## config.mk

```make
export PLATFORM = sky130hd
export DESIGN_NAME = usb_standard_request_responder
export DESIGN_NICKNAME = d
export VERILOG_FILES = /design/src/rtl/core/usr_pkg.sv /design/src/rtl/core/usb_standard_request_responder.sv /design/src/rtl/core/usr_decode.sv /design/src/rtl/core/usr_state.sv
export VERILOG_INCLUDE_DIRS = /design/src /design/src/rtl/core
export SDC_FILE = /design/constraint.sdc
export NUM_CORES = 1
export LEC_CHECK = 0
export ABC_CLOCK_PERIOD_IN_PS = 2600
export BUFFER_PORTS_ARGS = -buffer_cell sky130_fd_sc_hd__buf_2
export CAP_MARGIN = 20
export CORE_MARGIN = 3
export CORE_UTILIZATION = 48
export CTS_CLUSTER_SIZE = 10
export DETAILED_ROUTE_END_ITERATION = 10
export PLACE_DENSITY = 0.82
export SYNTH_ARGS = -nofsm -noshare
export SYNTH_HDL_FRONTEND = slang
export SYNTH_SLANG_ARGS = --single-unit
```

## constraint.sdc

```tcl
create_clock -name i_clk -period 2.6 [get_ports i_clk]
set_clock_uncertainty 0.05 [all_clocks]
set_input_delay 0.26 -clock i_clk [delete_from_list [all_inputs] [get_ports i_clk]]
set_output_delay 0.26 -clock i_clk [all_outputs]
set_load 0.01 [all_outputs]
```

## src/rtl/core/usb_standard_request_responder_assert.svh

```systemverilog
// Assertion macros for the USB standard request responder.
`ifndef USB_STANDARD_REQUEST_RESPONDER_ASSERT_SVH
`define USB_STANDARD_REQUEST_RESPONDER_ASSERT_SVH
`ifndef SYNTH
`define USR_ASSERT_IMPLY(lbl, clk, rst_n, ante, cons) \
    lbl: assert property (@(posedge clk) disable iff (!rst_n) (ante) |-> (cons)) \
        else $error("usr assertion failed");
`define USR_ASSERT_NEXT(lbl, clk, rst_n, ante, cons) \
    lbl: assert property (@(posedge clk) disable iff (!rst_n) (ante) |=> (cons)) \
        else $error("usr assertion failed");
`else
`define USR_ASSERT_IMPLY(lbl, clk, rst_n, ante, cons)
`define USR_ASSERT_NEXT(lbl, clk, rst_n, ante, cons)
`endif
`endif

```

## src/rtl/core/usr_pkg.sv

```systemverilog
// Types, codes and descriptor tables shared by the request responder modules.
`timescale 1ns / 1ps
package usr_pkg;

    typedef enum logic [3:0] {
        ACT_GET_DESC   = 4'd0,
        ACT_SET_ADDR   = 4'd1,
        ACT_SET_CONFIG = 4'd2,
        ACT_GET_CONFIG = 4'd3,
        ACT_GET_IFACE  = 4'd4,
        ACT_SET_IFACE  = 4'd5,
        ACT_SET_FEAT   = 4'd6,
        ACT_CLR_FEAT   = 4'd7,
        ACT_GET_STATUS = 4'd8,
        ACT_BUS_RESET  = 4'd9,
        ACT_DISCONNECT = 4'd10
    } t_action;

    typedef enum logic [1:0] {
        RCP_DEVICE    = 2'd0,
        RCP_INTERFACE = 2'd1,
        RCP_ENDPOINT  = 2'd2,
        RCP_OTHER     = 2'd3
    } t_recipient;

    typedef enum logic [1:0] {
        ST_POWERED    = 2'd0,
        ST_DEFAULT    = 2'd1,
        ST_ADDRESS    = 2'd2,
        ST_CONFIGURED = 2'd3
    } t_link;

    typedef enum logic [3:0] {
        SRC_NONE    = 4'd0,
        SRC_DEVICE  = 4'd1,
        SRC_CONFIG  = 4'd2,
        SRC_LANGID  = 4'd3,
        SRC_MANUF   = 4'd4,
        SRC_PRODUCT = 4'd5,
        SRC_SERIAL  = 4'd6,
        SRC_CFGSTR  = 4'd7,
        SRC_IFSTR   = 4'd8,
        SRC_CFGVAL  = 4'd9,
        SRC_ALT     = 4'd10,
        SRC_STATUS  = 4'd11
    } t_source;

    localparam logic [7:0]  DT_DEVICE    = 8'd1;
    localparam logic [7:0]  DT_CONFIG    = 8'd2;
    localparam logic [7:0]  DT_STRING    = 8'd3;
    localparam logic [7:0]  DT_QUALIFIER = 8'd6;
    localparam logic [7:0]  NUM_STRINGS  = 8'd6;
    localparam logic [15:0] LEN_DEVICE   = 16'h0012;
    localparam logic [15:0] LEN_LANGID   = 16'h0004;
    localparam logic [15:0] LEN_STATUS   = 16'd2;
    localparam logic [15:0] LEN_BYTE     = 16'd1;
    localparam logic [15:0] CFG_LEN_RST  = 16'd9;
    localparam logic [15:0] STATUS_SELF  = 16'd1;

    typedef struct packed {
        logic [3:0]  action;
        logic [1:0]  recipient;
        logic [15:0] w_value;
        logic [15:0] w_index;
        logic        class_accepts;
    } t_item;

    typedef struct packed {
        t_link       link;
        logic [7:0]  cfg_val;
        logic [7:0]  alt;
    } t_ctx;

    typedef struct packed {
        logic        success;
        logic        to_host;
        logic [3:0]  data_source;
        logic [15:0] data_length;
        logic [15:0] reply_value;
        logic        address_write;
        logic [6:0]  new_address;
        logic        stall_write;
        logic [3:0]  stall_endpoint;
        logic        stall_in;
        logic        configure_pulse;
        logic [1:0]  device_state;
    } t_result;

    function automatic logic [3:0] str_source(input logic [2:0] idx);
        case (idx)
            3'd0:    str_source = SRC_LANGID;
            3'd1:    str_source = SRC_MANUF;
            3'd2:    str_source = SRC_PRODUCT;
            3'd3:    str_source = SRC_SERIAL;
            3'd4:    str_source = SRC_CFGSTR;
            3'd5:    str_source = SRC_IFSTR;
            default: str_source = SRC_NONE;
        endcase
    endfunction

    function automatic logic [15:0] str_length(input logic [2:0] idx);
        case (idx)
            3'd0:    str_length = 16'h0004;
            3'd1:    str_length = 16'h0012;
            3'd2:    str_length = 16'h0016;
            3'd3:    str_length = 16'h0016;
            3'd4:    str_length = 16'h0006;
            3'd5:    str_length = 16'h0008;
            default: str_length = 16'h0000;
        endcase
    endfunction

endpackage

```

## src/rtl/core/usb_standard_request_responder.sv

```systemverilog
// Top level of the USB standard request responder.
//
// Input channel: i_in_valid / o_in_stall with the decoded request fields
// (or a bus reset / disconnect event); a transfer happens when valid is high
// and stall is low. Output channel: o_out_valid / i_out_stall carries one
// result per request. Configuration: i_cfg_valid / o_cfg_ready writes the
// configuration descriptor set length; ready is always high. The user must
// make writes only while no request is in flight; the block itself does
// not enforce this. Path: input register, then decode and device context
// update into the result register.
// Throughput: one transfer per cycle while the receiver does not stall, set by the single decode stage.
// Reset: device state powered, configuration value and alternate setting 0,
// configuration length 9, both stages empty.
// When the receiver stalls, the result register holds and the input
// register, if it is empty, takes one more request before o_in_stall rises.
`timescale 1ns / 1ps
`include "usb_standard_request_responder_assert.svh"
module usb_standard_request_responder
    import usr_pkg::*;
(
    input  logic        i_clk,
    input  logic        i_rst_n,
    input  logic        i_in_valid,
    output logic        o_in_stall,
    input  logic [3:0]  i_action,
    input  logic [1:0]  i_recipient,
    input  logic [15:0] i_w_value,
    input  logic [15:0] i_w_index,
    input  logic        i_class_accepts,
    output logic        o_out_valid,
    input  logic        i_out_stall,
    output logic        o_success,
    output logic        o_to_host,
    output logic [3:0]  o_data_source,
    output logic [15:0] o_data_length,
    output logic [15:0] o_reply_value,
    output logic        o_address_write,
    output logic [6:0]  o_new_address,
    output logic        o_stall_write,
    output logic [3:0]  o_stall_endpoint,
    output logic        o_stall_in,
    output logic        o_configure_pulse,
    output logic [1:0]  o_device_state,
    input  logic        i_cfg_valid,
    output logic        o_cfg_ready,
    input  logic [15:0] i_cfg_data
);

    logic        r_in_valid;
    t_item       r_in;
    logic        r_out_valid;
    t_result     r_out;
    logic        out_open;
    logic        advance;
    logic        in_take;
    t_ctx        ctx;
    t_ctx        ctx_next;
    t_result     res;
    logic [15:0] cfg_len;

    assign out_open    = !r_out_valid || !i_out_stall;
    assign advance     = r_in_valid && out_open;
    assign o_in_stall  = r_in_valid && !out_open;
    assign in_take     = i_in_valid && !o_in_stall;
    assign o_cfg_ready = 1'b1;

    always_ff @(posedge i_clk) begin
        if (!i_rst_n) begin
            r_in_valid  <= 1'b0;
            r_out_valid <= 1'b0;
        end else begin
            r_in_valid <= in_take || (r_in_valid && !advance);
            if (out_open) begin
                r_out_valid <= r_in_valid;
            end
        end
    end

    // hold payload while stalled
    always_ff @(posedge i_clk) begin
        if (in_take) begin
            r_in <= '{action: i_action, recipient: i_recipient, w_value: i_w_value,
                      w_index: i_w_index, class_accepts: i_class_accepts};
        end
        if (advance) begin
            r_out <= res;
        end
    end

    usr_decode u_decode (
        .i_item    (r_in),
        .i_ctx     (ctx),
        .i_cfg_len (cfg_len),
        .o_res     (res),
        .o_ctx     (ctx_next)
    );

    usr_state u_state (
        .i_clk       (i_clk),
        .i_rst_n     (i_rst_n),
        .i_advance   (advance),
        .i_ctx_next  (ctx_next),
        .i_cfg_write (i_cfg_valid && o_cfg_ready),
        .i_cfg_data  (i_cfg_data),
        .o_ctx       (ctx),
        .o_cfg_len   (cfg_len)
    );

    assign o_out_valid       = r_out_valid;
    assign o_success         = r_out.success;
    assign o_to_host         = r_out.to_host;
    assign o_data_source     = r_out.data_source;
    assign o_data_length     = r_out.data_length;
    assign o_reply_value     = r_out.reply_value;
    assign o_address_write   = r_out.address_write;
    assign o_new_address     = r_out.new_address;
    assign o_stall_write     = r_out.stall_write;
    assign o_stall_endpoint  = r_out.stall_endpoint;
    assign o_stall_in        = r_out.stall_in;
    assign o_configure_pulse = r_out.configure_pulse;
    assign o_device_state    = r_out.device_state;

    `USR_ASSERT_IMPLY(a_cfg_pulse_state, i_clk, i_rst_n, r_out_valid && r_out.configure_pulse, r_out.device_state == ST_CONFIGURED)
    `USR_ASSERT_IMPLY(a_pulses_exclusive, i_clk, i_rst_n, r_out_valid, $onehot0({r_out.address_write, r_out.stall_write, r_out.configure_pulse}))
    `USR_ASSERT_IMPLY(a_reject_quiet, i_clk, i_rst_n, r_out_valid && !r_out.success, r_out.data_source == SRC_NONE && !r_out.address_write && !r_out.stall_write && !r_out.configure_pulse)
    `USR_ASSERT_NEXT(a_in_stage_holds, i_clk, i_rst_n, r_in_valid && !out_open, r_in_valid && $stable(r_in))

endmodule

```

## src/rtl/core/usr_decode.sv

```systemverilog
// Request decode: result fields and next device context for one request.
`timescale 1ns / 1ps
module usr_decode
    import usr_pkg::*;
(
    input  t_item       i_item,
    input  t_ctx        i_ctx,
    input  logic [15:0] i_cfg_len,
    output t_result     o_res,
    output t_ctx        o_ctx
);

    logic       idx_blocked;
    logic [7:0] desc_type;
    logic [7:0] desc_idx;
    t_result    res;
    t_ctx       nxt;

    assign desc_type   = i_item.w_value[15:8];
    assign desc_idx    = i_item.w_value[7:0];
    assign idx_blocked = (i_ctx.link != ST_CONFIGURED) && (i_item.w_index != 16'd0);

    always_comb begin
        res = '0;
        nxt = i_ctx;
        case (i_item.action)
            ACT_GET_DESC: begin
                if (desc_type == DT_DEVICE) begin
                    res.success     = 1'b1;
                    res.to_host     = 1'b1;
                    res.data_source = SRC_DEVICE;
                    res.data_length = LEN_DEVICE;
                end else if (desc_type == DT_CONFIG) begin
                    res.success     = 1'b1;
                    res.to_host     = 1'b1;
                    res.data_source = SRC_CONFIG;
                    res.data_length = i_cfg_len;
                end else if (desc_type == DT_STRING && desc_idx < NUM_STRINGS) begin
                    res.success     = 1'b1;
                    res.to_host     = 1'b1;
                    res.data_source = str_source(desc_idx[2:0]);
                    res.data_length = str_length(desc_idx[2:0]);
                end else if (desc_type == DT_QUALIFIER) begin
                    res.success     = 1'b1;
                    res.to_host     = 1'b1;
                    res.data_source = SRC_LANGID;
                    res.data_length = LEN_LANGID;
                end
            end
            ACT_SET_ADDR: begin
                res.success       = 1'b1;
                res.address_write = 1'b1;
                res.new_address   = i_item.w_value[6:0];
                nxt.link          = (i_item.w_value == 16'd0) ? ST_DEFAULT : ST_ADDRESS;
            end
            ACT_SET_CONFIG: begin
                nxt.cfg_val = i_item.w_value[7:0];
                if (i_item.w_value[7:0] == 8'd0) begin
                    nxt.link    = ST_ADDRESS;
                    res.success = 1'b1;
                end else if (i_item.class_accepts) begin
                    nxt.link            = ST_CONFIGURED;
                    res.success         = 1'b1;
                    res.configure_pulse = 1'b1;
                end
            end
            ACT_GET_CONFIG: begin
                res.success     = 1'b1;
                res.to_host     = 1'b1;
                res.data_source = SRC_CFGVAL;
                res.data_length = LEN_BYTE;
                res.reply_value = {8'd0, i_ctx.cfg_val};
            end
            ACT_GET_IFACE: begin
                if (i_ctx.link == ST_CONFIGURED) begin
                    res.success     = 1'b1;
                    res.to_host     = 1'b1;
                    res.data_source = SRC_ALT;
                    res.data_length = LEN_BYTE;
                    res.reply_value = {8'd0, i_ctx.alt};
                end
            end
            ACT_SET_IFACE: begin
                if (i_item.class_accepts) begin
                    nxt.alt     = i_item.w_value[7:0];
                    res.success = 1'b1;
                end
            end
            ACT_SET_FEAT, ACT_CLR_FEAT: begin
                if (!idx_blocked && i_item.recipient == RCP_ENDPOINT
                        && i_item.w_value == 16'd0) begin
                    res.success = 1'b1;
                    if (i_item.action == ACT_SET_FEAT) begin
                        res.stall_write    = 1'b1;
                        res.stall_endpoint = i_item.w_index[3:0];
                        res.stall_in       = i_item.w_index[7];
                    end
                end
            end
            ACT_GET_STATUS: begin
                if (!idx_blocked && i_item.recipient != RCP_OTHER) begin
                    res.success     = 1'b1;
                    res.to_host     = 1'b1;
                    res.data_source = SRC_STATUS;
                    res.data_length = LEN_STATUS;
                    res.reply_value = (i_item.recipient == RCP_DEVICE) ? STATUS_SELF : 16'd0;
                end
            end
            ACT_BUS_RESET: begin
                nxt.link    = ST_DEFAULT;
                nxt.cfg_val = 8'd0;
                res.success = 1'b1;
            end
            ACT_DISCONNECT: begin
                nxt.link    = ST_POWERED;
                nxt.cfg_val = 8'd0;
                res.success = 1'b1;
            end
            default: begin
                res.success = 1'b0;
            end
        endcase
        res.device_state = nxt.link;
    end

    assign o_res = res;
    assign o_ctx = nxt;

endmodule

```

## src/rtl/core/usr_state.sv

```systemverilog
// Device context and configuration length registers.
`timescale 1ns / 1ps
module usr_state
    import usr_pkg::*;
(
    input  logic        i_clk,
    input  logic        i_rst_n,
    input  logic        i_advance,
    input  t_ctx        i_ctx_next,
    input  logic        i_cfg_write,
    input  logic [15:0] i_cfg_data,
    output t_ctx        o_ctx,
    output logic [15:0] o_cfg_len
);

    t_ctx        r_ctx;
    logic [15:0] r_cfg_len;

    always_ff @(posedge i_clk) begin
        if (!i_rst_n) begin
            r_ctx     <= '{link: ST_POWERED, cfg_val: 8'd0, alt: 8'd0};
            r_cfg_len <= CFG_LEN_RST;
        end else begin
            if (i_advance) begin
                r_ctx <= i_ctx_next;
            end
            if (i_cfg_write) begin
                r_cfg_len <= i_cfg_data;
            end
        end
    end

    assign o_ctx     = r_ctx;
    assign o_cfg_len = r_cfg_len;

endmodule

```

==> results.tsv, run 1 <==
stage	metric	value	unit
status	status	finished clean	
clocking	total CTS buffers	17	
clocking	CTS Sinks	122	
detailed_routing	vias post-DR	3682	
clocking	CTS tree	built	
yosys	Synth top cells by count	edfxtp_1 (86), dfxtp_1 (36), nor2b_1 (27)	
power_and_ir_drop	PwrDens	687	mW/mm2
power_and_ir_drop	Peak VDD IR	424	uV
power_and_ir_drop	P_int	3.57	mW
detailed_routing	DRC errors left	0	
yosys	Post-Syn Area	0.00504	mm2
die	Die Height	108	um
placed_design	gpl congestion	0.910	
yosys	Yosys cell types	58	
yosys	largest area contributor in the netlist	edfxtp_1	
clocking	CTS root buf	clkbuf_8	
detailed_routing	drt wl/cell	17.6	um
critical_path	CP top delay family	simple AND/OR/NAND/NOR gates	
sta	Hold Vio Cnt, Final	0	
sta	setup violators final	0	
die	io pins	118	
detailed_routing	Final ANT Viol Nets	0	
die	FP Rows	36	
critical_path	Worst Path Max Fanout	13	
die	Placeable Area	0.0100	mm2
yosys	synth top area cells	edfxtp_1 (51%), dfxtp_1 (14%), mux2i_1 (4.8%)	
grt	vias in the first global route	3743	
sta	unrepaired setup endpoints after global routing	false	
critical_path	Critical Path AT	2.61	ns
critical_path	CP max stage delay	0.65	ns
sta	Slew Limit Headroom	25.9	%
grt	antenna violations before repair	0	
clocking	CTS Buffer Depth	2	
grt	global-route wire length before repair	18900	um
die	Die Footprint	0.0118	mm2
clocking	H-tree levels	4	
power_and_ir_drop	Psw	1.09	mW
critical_path	Max stage delay cell, worst path	or4_4	
power_and_ir_drop	P_leak	2.71	nW
placed_design	Port Buffer Count	108	
sta	final slew viol count	0	
power_and_ir_drop	switching part of the total	23.5	%
power_and_ir_drop	Gate power share	7.5	%
sta	Tcrit/Tclk final	88.2	%
critical_path	Setup crit start kind	flop	
yosys	post-synthesis register bit count	122	
clocking	clock slew at reported path FFs	0.06	ns
power_and_ir_drop	Clk pwr share	44.7	%
final_layout	layout cell share with drive strength beyond 1	32.1	%
detailed_routing	Total Wirelength	12100	um
final_layout	Final Non-Filler Cells	687	
yosys	register area share after synthesis	65.5	%
die	die width	108	um
final_layout	area growth from synthesis to layout	34.8	%
grt	total grt overflow	0	
final_layout	Final nets	601	
hold_path	Min-Delay Path Class	input port to flop	
critical_path	Worst setup EP type	flop	
yosys	Mapped Cells	372	
sta	Worst-Margin Slew	1.10	ns
run	max-cap violation count	0	
placed_design	dpl cells	600	
critical_path	critical path, cell by cell	or4_4, nor3_1, and3_1, nand3b_1	
yosys	area share of the largest cell type after synthesis	51.2	%
critical_path	Buf/Inv on CP	0	
grt	gr usage total	21.4	%
placed_design	post-DP HPWL	7400	um
detailed_routing	first-pass iteration count of the detailed router	4	
yosys	cell with the most instances after synthesis	edfxtp_1	
clocking	number of gates given a new drive strength after cts	0	
die	Initial Utilization	50.4	%
clocking	clk_lat worst skew	0.51	ns
critical_path	critical path type	flop to flop	
sta	min Tclk post-route	2.29	ns
yosys	fraction of registers with async set/reset	0	%
yosys	number of synthesized flops with an enable pin	86	
critical_path	CP required	2.91	ns
sta	FMAX	0.436	GHz
yosys	yosys warns	0	
detailed_routing	first-iteration detailed-routing DRC count	241	
clocking	Post-CTS Setup Bufs	0	
yosys	Main synth FF type	edfxtp_1	
yosys	Avg Inst Size Synth	13.5	um2
grt	pin count of the biggest net entering global routing	45	
power_and_ir_drop	Seq pwr share	47.8	%
detailed_routing	vias per cell	5.36	
final_layout	antenna cells	0	
sta	post-route setup TNS	0	ns
==> layout make-up <==
class,instances,area (um2)
Sequential cell,122,3300
Clock inverter,13,96.3
Tap cell,133,166
Clock buffer,19,442
Multi-Input combinational cell,223,1600
Fill cell,730,3210
Timing Repair Buffer,172,1170
Inverter,5,18.8
==> power by group through the flow <==
stage / Clock [mW] / Sequential, mW / Combinational [mW]
after floorplan: 0 / 2.27 / 0.150
after global placement: 0 / 2.26 / 0.272
after detailed placement: 0 / 2.27 / 0.279
after CTS: 2.11 / 2.23 / 0.345
after global routing: 2.22 / 2.24 / 0.381
final: 2.09 / 2.23 / 0.351
==> cell families (layout without fill, tap and decap cells) <==
family | count (synthesis) | count (layout) | synth area share [%]
AOI/OAI and AO/OA | 61 | 61 | 8.84
xor gates and xnor gates | 2 | 2 | 0.348
buffers and inverters | 34 | 209 | 3.45
DFF | 122 | 122 | 65.5
muxes | 24 | 24 | 4.77
other | 2 | 9 | 0.149
and+or+nand+nor | 127 | 127 | 16.9
==> layout by cell type, fill, tap and decap left out, types with 6 or more instances in the layout <==
cell type | netlist | final
dlygate4sd3_1 | 0 | 55
nor2b_1 | 27 | 26
nand4_1 | 10 | 10
and2_1 | 8 | 8
a21oi_1 | 9 | 9
clkinv_4 | 0 | 6
nand2_1 | 8 | 8
mux2i_1 | 24 | 24
nand3_1 | 6 | 6
buf_2 | 3 | 108
clkbuf_16 | 0 | 16
dfxtp_1 | 36 | 36
conb_1 | 2 | 9
edfxtp_1 | 86 | 86
and2_2 | 11 | 11
o21ai_0 | 15 | 15
a21boi_0 | 9 | 9
nor2_1 | 8 | 8
buf_4 | 9 | 8
and3_1 | 12 | 12
a22o_1 | 7 | 7
or4_1 | 6 | 6
==> worst min-delay path, delay by kind of cell <==
kind,cells,cell delay (ns)
buffers and inverters,1,0.09
muxes,1,0.08
and+or+nand+nor,1,0.11
==> flip-flops by register name (all words and copies together), names as in the netlist, 2 cells and up <==
name,flops
r_in,39
u_state.o_ctx,18
o_data_length,16
u_state.o_cfg_len,16
o_reply_value,8
o_new_address,7
o_data_source,4
o_stall_endpoint,4
o_device_state,2
==> timing repair <==
action / 4_1_cts / 5_1_grt
setup endpoints to repair: 0 / 0
hold endpoints to repair: 55 / 0
hold buffers: 55 / 0
==> metrics by stage <==
stage               utilization [%]  setup WS, ns  area, um2  total power [mW]  hold slack, ns
detailed placement             57.1         0.368       5710              2.55           0.388
global placement               57.1         0.410       5710              2.53           0.386
floorplan                         -         0.534       5070              2.42           0.309
global route                   67.9        0.0894       6790              4.84          0.0310
finish                         67.9         0.306       6790              4.67          0.0249
CTS                            67.9         0.336       6790              4.68          0.0225
==> path summary, 6_finish.rpt <==
check | depth (start not counted) | from | slack (ns) | end
min reg2reg | 2 | u_state.o_ctx[9] | 0.44 | u_state.o_ctx[9]
max reg2reg | 4 | r_in[36] | 0.31 | o_data_source[3]
min | 3 | i_cfg_data[13] | 0.02 | u_state.o_cfg_len[13]
max | 4 | r_in[36] | 0.31 | o_data_source[3]
==> layer usage <==
| metal | track usage [%] | vias to the layer above | part of all wire, % |
|---|---|---|---|
| met5 | 0 | - | 0 |
| met4 | 7.57 | 0 | 2.1 |
| met3 | 6.09 | 24 | 6.8 |
| met2 | 36.6 | 172 | 51 |
| met1 | 25.9 | 1754 | 40 |
| li1 | - | 1732 | - |
(Power assumes the default switching activity.)
==> run 2: changes to the inputs <==
--- a/config.mk
+++ b/config.mk
@@ -13,7 +13,8 @@
 export CORE_UTILIZATION = 48
 export CTS_CLUSTER_SIZE = 10
 export DETAILED_ROUTE_END_ITERATION = 10
-export PLACE_DENSITY = 0.82
+export PLACE_DENSITY_LB_ADDON = 0.25
+export SKIP_CTS_REPAIR_TIMING = 1
 export SYNTH_ARGS = -nofsm -noshare
 export SYNTH_HDL_FRONTEND = slang
 export SYNTH_SLANG_ARGS = --single-unit
==> run 2 against run 1 <==
The run now ends with hold timing left. Power up 13%. Global-route usage down 1.8 points. Maximum frequency down 0.76%. Routed wire length down 3.3%. Flip-flop and latch count unchanged. Largest cell class unchanged. Highest routed layer unchanged.
==> results.tsv, run 2 (same netlist as run 1, synthesis figures left out) <==
stage	metric	value	unit
final_layout	most frequent cells in the layout	buf_2 (108), edfxtp_1 (86), dlygate4sd3_1 (48), dfxtp_1 (36), nor2b_1 (26)	
sta	Slew Limit Headroom	51.7	%
placed_design	dpl cells	596	
hold_path	HP Start	i_cfg_data[11]	
power_and_ir_drop	PwrDens	770	mW/mm2
sta	unrepaired setup endpoints after global routing	false	
clocking	CTS tree	built	
die	Die Height	108	um
sta	final slew viol count	0	
status	status	finished with violations	
clocking	clk_lat worst skew	0.51	ns
final_layout	Design Area, Final	0.00685	mm2
sta	FMAX	0.433	GHz
critical_path	Worst Path Max Fanout	10	
sta	post-route setup TNS	0	ns
sta	min Tclk post-route	2.31	ns
clocking	CTS root buf	clkbuf_8	
die	Initial Utilization	50.4	%
placed_design	gpl congestion	0.835	
clocking	H-tree levels	4	
clocking	total CTS buffers	17	
final_layout	most common cell after layout, fill and taps aside	buf_2	
sta	worst hold margin	-0.0267	ns
critical_path	Critical Path AT	2.48	ns
critical_path	CP required	2.76	ns
die	Die Footprint	0.0118	mm2
clocking	CTS Sinks	122	
grt	antenna violations before repair	0	
detailed_routing	vias per cell	5.29	
final_layout	Biggest register	r_in	
grt	global-route wire length before repair	17300	um
final_layout	Final Non-Filler Cells	677	
detailed_routing	drt wl/cell	17.2	um
power_and_ir_drop	P_leak	2.73	nW
sta	setup violators final	0	
detailed_routing	DRC errors left	0	
die	die width	108	um
sta	Tcrit/Tclk final	88.9	%
critical_path	CP max stage delay	0.69	ns
sta	Hold Vio Cnt, Final	4	
die	Placeable Area	0.0100	mm2
placed_design	Placement Cell Area	0.00568	mm2
critical_path	Setup crit start kind	flop	
final_layout	area growth from synthesis to layout	35.9	%
clocking	clock slew at reported path FFs	0.06	ns
detailed_routing	Final ANT Viol Nets	0	
power_and_ir_drop	Peak VDD IR	415	uV
critical_path	Crit Reg-Reg Startpoint	r_in[18]	
die	FP Rows	36	
grt	gr usage total	19.6	%
final_layout	max reg flops	39	
placed_design	Port Buffer Count	108	
final_layout	layout cell share with drive strength beyond 1	32.0	%
detailed_routing	first-pass iteration count of the detailed router	4	
critical_path	Worst setup startpoint	r_in[18]	
grt	vias in the first global route	3307	
final_layout	Final nets	591	
hold_path	Min-Delay Path Class	input port to flop	
hold_path	WHS Path Cells	3	
clocking	CTS Buffer Depth	2	
detailed_routing	Total Wirelength	11700	um
detailed_routing	first-iteration detailed-routing DRC count	195	
final_layout	antenna cells	0	
critical_path	R2R depth	4	
die	io pins	118	
grt	pin count of the biggest net entering global routing	44	
critical_path	critical path type	flop to flop	
status	failing checks	hold timing	
critical_path	critical path, cell by cell	nor4_1, a21oi_1, o31ai_1, o311ai_0	
final_layout	fill cell count	712	
grt	total grt overflow	0	
run	max-cap violation count	0	
placed_design	post-DP HPWL	7290	um
sta	Worst-Margin Slew	0.718	ns
critical_path	Worst setup EP type	flop	
detailed_routing	vias post-DR	3580	
critical_path	Max stage delay cell, worst path	nor4_1	
==> run 2: final timing paths <==
kind	to	slack [ns]
hold / removal	u_state.o_cfg_len[11]	-0.03
hold reg to reg	u_state.o_ctx[15]	0.43
setup reg to reg	o_device_state[0]	0.29
setup / recovery	o_device_state[0]	0.29
==> run 2: layer usage <==
layer / track usage, % / wire, um
met5: 0 / 0
met4: 6.49 / 99
met3: 5.07 / 690
met2: 31.6 / 5660
met1: 25.8 / 5210
==> run 2: through the flow <==
stage	setup WS, ns	total power, mW	hold slack [ns]	util [%]
2_1_floorplan	0.534	2.42	0.309	-
4_1_cts	0.297	5.24	-0.146	63.6
3_5_place_dp	0.350	2.54	0.388	56.8
5_1_grt	0.142	5.44	0.00132	68.5
6_report	0.288	5.28	-0.0267	68.5
3_3_place_gp	0.421	2.53	0.387	56.8
==> run 2: worst max-delay path, delay by kind of cell (launching register included) <==
family / cells / cell delay, ns
AO/OA/AOI/OAI: 3 / 0.74
flip-flops: 1 / 0.53
AND/OR/NAND/NOR: 1 / 0.69
==> run 2: power by group <==
group          internal (mW)  leakage [nW]  total [mW]  switching [mW]
registers               2.18          1.11        2.24          0.0612
logic                  0.161          1.30       0.326           0.165
clock network           1.86         0.330        2.71           0.856
==> run 2: layout make-up <==
class                   instances  area (um2)  area share (%)
multi-input cells             223        1600            23.3
repair buffers                162        1080            15.7
inverters                       5        18.8           0.274
clock inverters                14         267            3.89
flip-flops and latches        122        3300            48.2
well taps                     133         166            2.43
clock buffers                  18         418            6.10
